`config.mk`:
```
export PLATFORM = sky130hd
export DESIGN_NAME = ial_cell
export DESIGN_NICKNAME = d
export VERILOG_FILES = /design/src/hdl/indexed_array_list_unit_macros.svh /design/src/hdl/ial_pkg.sv /design/src/hdl/ial_cell.sv
export SDC_FILE = /design/constraint.sdc
export NUM_CORES = 1
export LEC_CHECK = 0
export ABC_AREA = 1
export BUFFER_PORTS_ARGS = -buffer_cell sky130_fd_sc_hd__buf_2
export CORE_AREA = 3 3 86 88
export DETAILED_ROUTE_END_ITERATION = 8
export DIE_AREA = 0 0 89 91
export GPL_ROUTABILITY_DRIVEN = 0
export GPL_TIMING_DRIVEN = 0
export PLACE_DENSITY = 0.59
export SKIP_CTS_REPAIR_TIMING = 1
export SKIP_LAST_GASP = 1
export SLEW_MARGIN = 20
export SYNTH_ARGS = -nofsm -noshare
export SYNTH_HDL_FRONTEND = slang
export SYNTH_SLANG_ARGS = --single-unit
```
`constraint.sdc`:
```
create_clock -name clk -period 5.6 [get_ports clk]
set_clock_uncertainty 0.1 [all_clocks]
set_input_delay 1.12 -clock clk [delete_from_list [all_inputs] [get_ports clk]]
set_output_delay 1.12 -clock clk [all_outputs]
set_load 0.005 [all_outputs]
```
`src/hdl/indexed_array_list_unit_macros.svh`:
```
// assertion macros shared by the list unit rtl
`ifndef INDEXED_ARRAY_LIST_UNIT_MACROS_SVH
`define INDEXED_ARRAY_LIST_UNIT_MACROS_SVH

// property that must hold at every clock edge outside reset
`define IAL_ASSERT_ALWAYS(label, cond, msg) \
  label: assert property (@(posedge clk) disable iff (rst) (cond)) else $error(msg);

// implication checked in the cycle after the antecedent, outside reset
`define IAL_ASSERT_NEXT(label, ante, cons, msg) \
  label: assert property (@(posedge clk) disable iff (rst) (ante) |=> (cons)) else $error(msg);

`endif

```
`src/hdl/ial_pkg.sv`:
```
// types, codes and constants of the indexed array list unit
`timescale 1ns / 1ps

package ial_pkg;

  localparam int DEF_CAPACITY    = 64;
  localparam int DEF_VALUE_WIDTH = 32;

  localparam int REQ_W    = 3;
  localparam int POS_W    = 7;
  localparam int VAL_W    = 32;
  localparam int STATUS_W = 2;
  localparam int FOUND_W  = 6;
  localparam int READ_W   = 32;
  localparam int LEN_W    = 7;

  typedef enum logic [REQ_W-1:0] {
    REQ_INSERT = 3'd0,
    REQ_REMOVE = 3'd1,
    REQ_SEARCH = 3'd2,
    REQ_READ   = 3'd3,
    REQ_CLEAR  = 3'd4
  } req_e_t;

  typedef enum logic [STATUS_W-1:0] {
    STATUS_OK       = 2'd0,
    STATUS_FULL     = 2'd1,
    STATUS_RANGE    = 2'd2,
    STATUS_NOTFOUND = 2'd3
  } status_e_t;

  typedef enum logic [1:0] {
    ST_IDLE,
    ST_BUSY,
    ST_DONE
  } state_e_t;

  typedef struct packed {
    logic shift_up;
    logic shift_down;
    logic search;
    logic read;
  } cell_cmd_t;

endpackage

```
`src/hdl/ial_cell.sv`:
```
// one list cell: holds an entry, shifts with its neighbours, flags a hit
`timescale 1ns / 1ps

module ial_cell #(
  parameter int VW    = ial_pkg::DEF_VALUE_WIDTH,
  parameter int CW    = 7,
  parameter int PW    = 7,
  parameter int INDEX = 0
) (
  input  logic                 clk,
  input  ial_pkg::cell_cmd_t   cmd,
  input  logic [PW-1:0]        pos,
  input  logic [CW-1:0]        count,
  input  logic [VW-1:0]        din,
  input  logic [VW-1:0]        from_lower,
  input  logic [VW-1:0]        from_upper,
  output logic [VW-1:0]        entry,
  output logic                 hit
);

  localparam logic [PW-1:0] IDX_P = PW'(INDEX);
  localparam logic [CW-1:0] IDX_C = CW'(INDEX);

  always_ff @(posedge clk) begin
    if (cmd.shift_up) begin
      if (IDX_P > pos) begin
        entry <= from_lower;
      end else if (IDX_P == pos) begin
        entry <= din;
      end
    end else if (cmd.shift_down && (IDX_P >= pos)) begin
      entry <= from_upper;
    end
  end

  assign hit = (cmd.search && (entry == din) && (IDX_C < count)) ||
               (cmd.read && (IDX_P == pos));

endmodule

```
==> out/summary.txt, run 1 <==
H-tree depth -> 2
Reg area -> 961 um^2
FP Rows -> 30
met1 WL -> 2220 um
Inserted Clock Buffers -> 5
sequential area share after synthesis -> 48.4%
Root Buffer -> clkbuf_8
Post-Syn Area -> 1990 um^2
max cap viols -> 0
Final min period -> 3300 ps
overall die area -> 8100 um^2
Die Wd -> 89 um
Final Max Tran Viols -> 0
clock-pin slew of the registers on the worst-case setup and hold paths -> 70 ps
number of global-route vias before repair -> 1,800
top cell family by delay on the critical path -> simple AND/OR/NAND/NOR gates
Hold WS -> 1030 ps
# nets final -> 487
library cells used by synthesis -> 16
DR vias/cell -> 4.23
wire per inst -> 12.1 um
Synth Register Bits -> 32
slowest stage cell on the critical path -> nor2_1
critical path data arrival time -> 2080 ps
top cells by area, synth -> edfxtp_1 48%, nand2_1 14%, inv_1 8.1%
cell taking the most area after synthesis -> edfxtp_1
first-pass GRT wire length -> 8330 um
maximum vdd ir drop -> 0.0958 mV
design area -> 2770 um^2
CTS tree -> done
drc violations -> 0
Synth-to-Final Area Change -> 39.3%
I/O pin total -> 148
DRT iter0 DRCs -> 45
layout cell share with drive strength beyond 1 -> 39.1%
Inst Count DP -> 445
P_leak -> 1.44 nW
Initial Util -> 29.6%
Slew HR -> 70.1%
core area -> 6720 um^2
Yosys warnings -> 0
multi-input combinational cell area -> 833 um^2
routed wire length -> 5480 um
max layer used -> met4
Fillers -> 701
clk sinks -> 32
Placement Setup Slack -> 2250 ps
startpoint types -> input pin
die height -> 91 um
final setup margin -> 2300 ps
drt pass-1 iters -> 4
Mapped Nets -> 363
Final period util -> 59.0%
critical path buffer and inverter count -> 3
critical path peak fanout -> 3
final setup violating endpoints -> 0
fmax -> 303 MHz
Critical Path Sink Type -> output port
final hold vios -> 0
metal2 WL -> 2780 um
worst-path cell chain -> buf_2 -> inv_1 -> o21ai_0 -> nor2_1 -> nand2_1 -> nor2_1 -> nand3_1 -> o21bai_2 -> buf_2
DP Area -> 2690 um^2
DP Wirelength -> 4440 um
Antenna Violating Nets Remaining -> 0
non-filler instance count after layout -> 453
Syn Area/Cell -> 8.01 um^2
RSZ-0062 raised after global routing -> false
gr usage total -> 13.5%
Hold WC Path Type -> input pin to flip-flop
top flop regs -> entry x32
antenna diode count -> 0
outcome -> completed
Clock Tree Buf Depth -> 2
Power Dens Cells -> 188 nW/um^2
register with the most flip-flops -> entry
Data required, critical path -> 4380 ps
crit path kind -> input pin to output port
final core utilization -> 41.2%
max FFs per register -> 32
total gr overflow -> 0
initial antenna violation count -> 0
Worst Max-Slew Pin Slew -> 446 ps
port buffer count -> 114
met3 WL -> 434 um
slowest stage delay, CP -> 150 ps
post-synth top area share -> 48.4%
DR vias -> 1,917
largest net degree at the start of global routing -> 11
synthesized instance count -> 248
-- final timing paths --
check                          start         to  depth (start not counted)
worst max-delay path         din[30]        hit                          9
worst min-delay path  from_upper[22]  entry[22]                          2
-- area by class of cell --
| cell class | instances | share of cell area [%] |
|---|---|---|
| inverters | 43 | 5.83 |
| clock buffers | 5 | 2.49 |
| plain buffers | 6 | 1.31 |
| repair buffers | 117 | 21.4 |
| multi-input cells | 167 | 30.1 |
| clock inverters | 3 | 0.497 |
| flip-flops and latches | 32 | 34.7 |
| well taps | 80 | 3.62 |
-- placed cells by master (no fill, tap or decap) --
master | netlist | layout
buf_2 | 5 | 119
nand2_1 | 73 | 73
inv_1 | 43 | 43
nor2_1 | 42 | 42
edfxtp_1 | 32 | 32
a21oi_1 | 20 | 20
mux2_2 | 12 | 12
xnor2_1 | 10 | 10
clkbuf_8 | 0 | 5
buf_4 | 0 | 3
nand3_1 | 2 | 2
o21ai_0 | 2 | 2
clkinv_2 | 0 | 2
buf_6 | 1 | 1
xor2_1 | 1 | 1
nor3_1 | 2 | 1
or3_4 | 1 | 1
nor3b_2 | 1 | 1
o21bai_2 | 1 | 1
nor3_2 | 0 | 1
clkinv_1 | 0 | 1
-- power breakdown --
part / internal, mW / switching (mW)
Combinational: 0.0432 / 0.0384
Sequential: 0.267 / 0.000785
Clock: 0.0843 / 0.0870
-- cell families after synthesis --
| group | synth area share (%) |
|---|---|
| AOI/OAI and AO/OA | 6.11 |
| xor gates and xnor gates | 4.85 |
| buffers and inverters | 9.95 |
| DFF | 48.4 |
| muxes | 6.80 |
| and+or+nand+nor | 23.9 |
-- cell usage after synthesis --
master / n
a21oi_1: 20
buf_2: 5
buf_6: 1
edfxtp_1: 32
inv_1: 43
mux2_2: 12
nand2_1: 73
nand3_1: 2
nor2_1: 42
nor3_1: 2
nor3b_2: 1
o21ai_0: 2
o21bai_2: 1
or3_4: 1
xnor2_1: 10
xor2_1: 1
-- stage by stage --
stage                     setup TNS [ps]  power (mW)
after detailed placement               0       0.356
after global routing                   0       0.555
final                                  0       0.520
after global placement             -1370       0.354
after floorplan                        0       0.314
after CTS                              0       0.532
-- routing by layer --
layer | global-route usage [%] | up-vias
li1 | - | 1019
met1 | 15.1 | 829
met2 | 24.1 | 65
met3 | 4.99 | 4
met4 | 2.98 | 0
met5 | 0 | -
(Power assumes the default switching activity.)
==> run 2: changes to the inputs <==
--- a/config.mk
+++ b/config.mk
@@ -5,14 +5,14 @@
 export SDC_FILE = /design/constraint.sdc
 export NUM_CORES = 1
 export LEC_CHECK = 0
-export ABC_AREA = 1
+export ABC_AREA = 0
 export BUFFER_PORTS_ARGS = -buffer_cell sky130_fd_sc_hd__buf_2
-export CORE_AREA = 3 3 86 88
+export CORE_AREA = 3 3 81 83
 export DETAILED_ROUTE_END_ITERATION = 8
-export DIE_AREA = 0 0 89 91
+export DIE_AREA = 0 0 84 86
 export GPL_ROUTABILITY_DRIVEN = 0
 export GPL_TIMING_DRIVEN = 0
-export PLACE_DENSITY = 0.59
+export PLACE_DENSITY = 0.64
 export SKIP_CTS_REPAIR_TIMING = 1
 export SKIP_LAST_GASP = 1
 export SLEW_MARGIN = 20
==> constraint.sdc (replaced) <==
create_clock -name clk -period 3 [get_ports clk]
set_clock_uncertainty 0.1 [all_clocks]
set_input_delay 0.6 -clock clk [delete_from_list [all_inputs] [get_ports clk]]
set_output_delay 0.6 -clock clk [all_outputs]
set_load 0.005 [all_outputs]
==> run 2 against run 1 <==
  * Worst hold slack got worse by 530 ps
  * Clock-buffer cell count did not move
  * Global-route usage is 1.2 points lower
  * Worst setup slack worse by 2000 ps
  * Flip-flop and latch count unchanged
==> out/summary.txt, run 2 <==
sequential area share after synthesis -> 54.8% (+6.5 points)
clk sinks -> 32 (unchanged)
slowest stage delay, CP -> 490 ps (+340 ps)
FP Rows -> 28 (-6.7%)
# nets final -> 356 (-27%)
P_int -> 0.822 mW (+110%)
RSZ-0062 raised after global routing -> false
Synth-to-Final Area Change -> 45.5%
total gr overflow -> 0 (unchanged)
max cap viols -> 0 (unchanged)
port buffer count -> 114 (unchanged)
P_sw -> 0.216 mW (+71%)
overall die area -> 7220 um^2 (-11%)
layout cell share with drive strength beyond 1 -> 60.7% (+22 points)
core area -> 5920 um^2 (-12%)
switching share of power -> 20.8% (-3.5 points)
library cells used by synthesis -> 16 (unchanged)
Syn Area/Cell -> 14.7 um^2 (+84%)
register share of total power -> 48.1% (-3.3 points)
routed wire length -> 4450 um (-19%)
ys async rst share -> 0% (unchanged)
most common cell in the netlist -> edfxtp_1
cell taking the most area after synthesis -> edfxtp_1
clock-pin slew of the registers on the worst-case setup and hold paths -> 70 ps (about the same)
worst-path cell chain -> buf_2 -> xor2_1 -> nor4_1 -> nand4_1 -> o31ai_1 -> buf_2
prevailing post-synth register cell -> edfxtp_1
synthesized instance count -> 119 (-52%)
startpoint types -> input pin
Final Max Tran Viols -> 0 (unchanged)
H-tree depth -> 2 (unchanged)
DR vias -> 1,408 (-27%)
maximum vdd ir drop -> 0.310 mV (+220%)
Antenna Violating Nets Remaining -> 0 (unchanged)
Data required, critical path -> 2300 ps (-2080 ps)
CTS tree -> done
clock power share -> 39.2% (+6.3 points)
DRT iter0 DRCs -> 50 (+11%)
Final min period -> 2700 ps
die height -> 86 um (-5.5%)
Mapped Nets -> 234 (-36%)
commonest non-fill, non-tap cell in the layout -> buf_2
drc violations -> 0 (unchanged)
met3 Track Usage GR -> 4.61% (-0.38 points)
post-synth top area share -> 54.8% (+6.5 points)
outcome -> completed
register with the most flip-flops -> entry
crit path kind -> input pin to output port
drt pass-1 iters -> 3 (-1)
I/O pin total -> 148 (unchanged)
most used cell, CP -> buf_2
first-pass GRT wire length -> 6910 um (-17%)
commonest cells after routing, fill and taps aside -> 117 x buf_2, 32 x edfxtp_1, 31 x xor2_1, 18 x mux2_2, 14 x mux2_1
Yosys warnings -> 0 (unchanged)
final setup violating endpoints -> 0 (unchanged)
Power Dens Cells -> 407 nW/um^2 (+120%)
top cells by area, synth -> edfxtp_1 55%, xor2_1 15%, mux2_2 12%
Inst Count DP -> 309 (-31%)
largest net degree at the start of global routing -> 31 (+20)
max FFs per register -> 32 (unchanged)
Initial Util -> 29.6% (+0.035 points)
initial antenna violation count -> 0 (unchanged)
critical path data arrival time -> 2000 ps (-80 ps)
Synth Register Bits -> 32 (unchanged)
final hold vios -> 0 (unchanged)
final setup margin -> 298 ps (-2000 ps)
fmax -> 370 MHz
Critical Path Sink Type -> output port
global route hottest layer -> met2
Comb power frac -> 12.7% (-3.0 points)
met2 Track Usage GR -> 20.5% (-3.6 points)
Root Buffer -> clkbuf_8
Post-Syn Area -> 1750 um^2 (-12%)
number of global-route vias before repair -> 1,418 (-21%)
slowest stage cell on the critical path -> nor4_1
top flop regs -> entry x32
Die Wd -> 84 um (-5.6%)
design area -> 2550 um^2 (-7.9%)
critical path buffer and inverter count -> 2 (-1)
GR Util met1 -> 15.0% (-0.13 points)
non-filler instance count after layout -> 317 (-30%)
TNS Setup -> 0 ps (unchanged)
DP Area -> 2440 um^2 (-9.2%)
wire per inst -> 14.0 um (+16%)
Clock Tree Buf Depth -> 2 (unchanged)
DR vias/cell -> 4.44 (+5.0%)
Slew HR -> 66.1% (-4.0 points)
top cell family by delay on the critical path -> simple AND/OR/NAND/NOR gates
EDFF count, synth -> 32 (unchanged)
Worst Max-Slew Pin Slew -> 504 ps (+57.3 ps)
Hold WC Path Type -> input pin to flip-flop
Inserted Clock Buffers -> 5 (unchanged)
Placement Setup Slack -> 258 ps (-2000 ps)
Post-synth top cells -> 32 x edfxtp_1, 31 x xor2_1, 18 x mux2_2, 14 x mux2_1, 8 x nor4_1
Final period util -> 90.1%
critical path peak fanout -> 2 (-1)
P_leak -> 1.09 nW (-24%)
gr usage total -> 12.3% (-1.2 points)
antenna diode count -> 0 (unchanged)
-- run 2: changes by cell type in the layout (fill, tap and decap cells not counted), moves of 3 or more --
cell	previous run	this run
nor4_1	0	8
nor2_1	42	0
a21oi_1	20	0
xnor2_1	10	1
inv_1	43	0
nand2_1	73	2
mux2_2	12	18
buf_4	3	0
mux2_1	0	14
xor2_1	1	31
-- run 2: per-stage QoR --
stage | hold slack [ps] | utilization, % | power, mW
6_report | 504 | 43.1 | 1.04
5_1_grt | 497 | 43.1 | 1.09
4_1_cts | 493 | 43.1 | 1.06
3_5_place_dp | 790 | 41.2 | 0.643
3_3_place_gp | 781 | 40.8 | 0.640
2_1_floorplan | 701 | - | 0.568
-- run 2: cells by family (layout without fill, tap and decap cells) --
family	count (synthesis)	count (layout)	share of synthesized area [%]
compound gates	2	2	0.857
flops	32	32	54.8
simple gates	17	17	6.71
buf+inv	4	127	1.07
xor+xnor	32	32	16.0
mux	32	32	20.6
-- run 2: worst paths after layout --
path,from,end,cells past startpoint
setup / recovery,din[19],hit,6
hold / removal,from_upper[3],entry[3],2
-- run 2: layout make-up --
cell class / count / area (um^2)
multi-input combinational: 83 / 774
clock inverter: 3 / 42.5
buffer: 4 / 18.8
tap: 75 / 93.8
fill: 582 / 3370
clock buffer: 5 / 68.8
sequential: 32 / 961
timing repair buffer: 115 / 591
-- run 2: power by group through the flow --
stage               Combinational [mW]  Clock (mW)  Sequential, mW
CTS                              0.135       0.422           0.499
global placement                 0.131           0           0.509
detailed placement               0.134           0           0.509
finish                           0.132       0.407           0.499
global route                     0.147       0.443           0.499
floorplan                       0.0587           0           0.509
-- run 2: per-layer routing --
metal / part of all wire (%) / vias to the layer above / wire (um)
met4: 0.58 / 0 / 26
met2: 48 / 64 / 2130
li1: - / 694 / -
met5: 0 / - / 0
met3: 9.2 / 2 / 409
met1: 42 / 648 / 1880
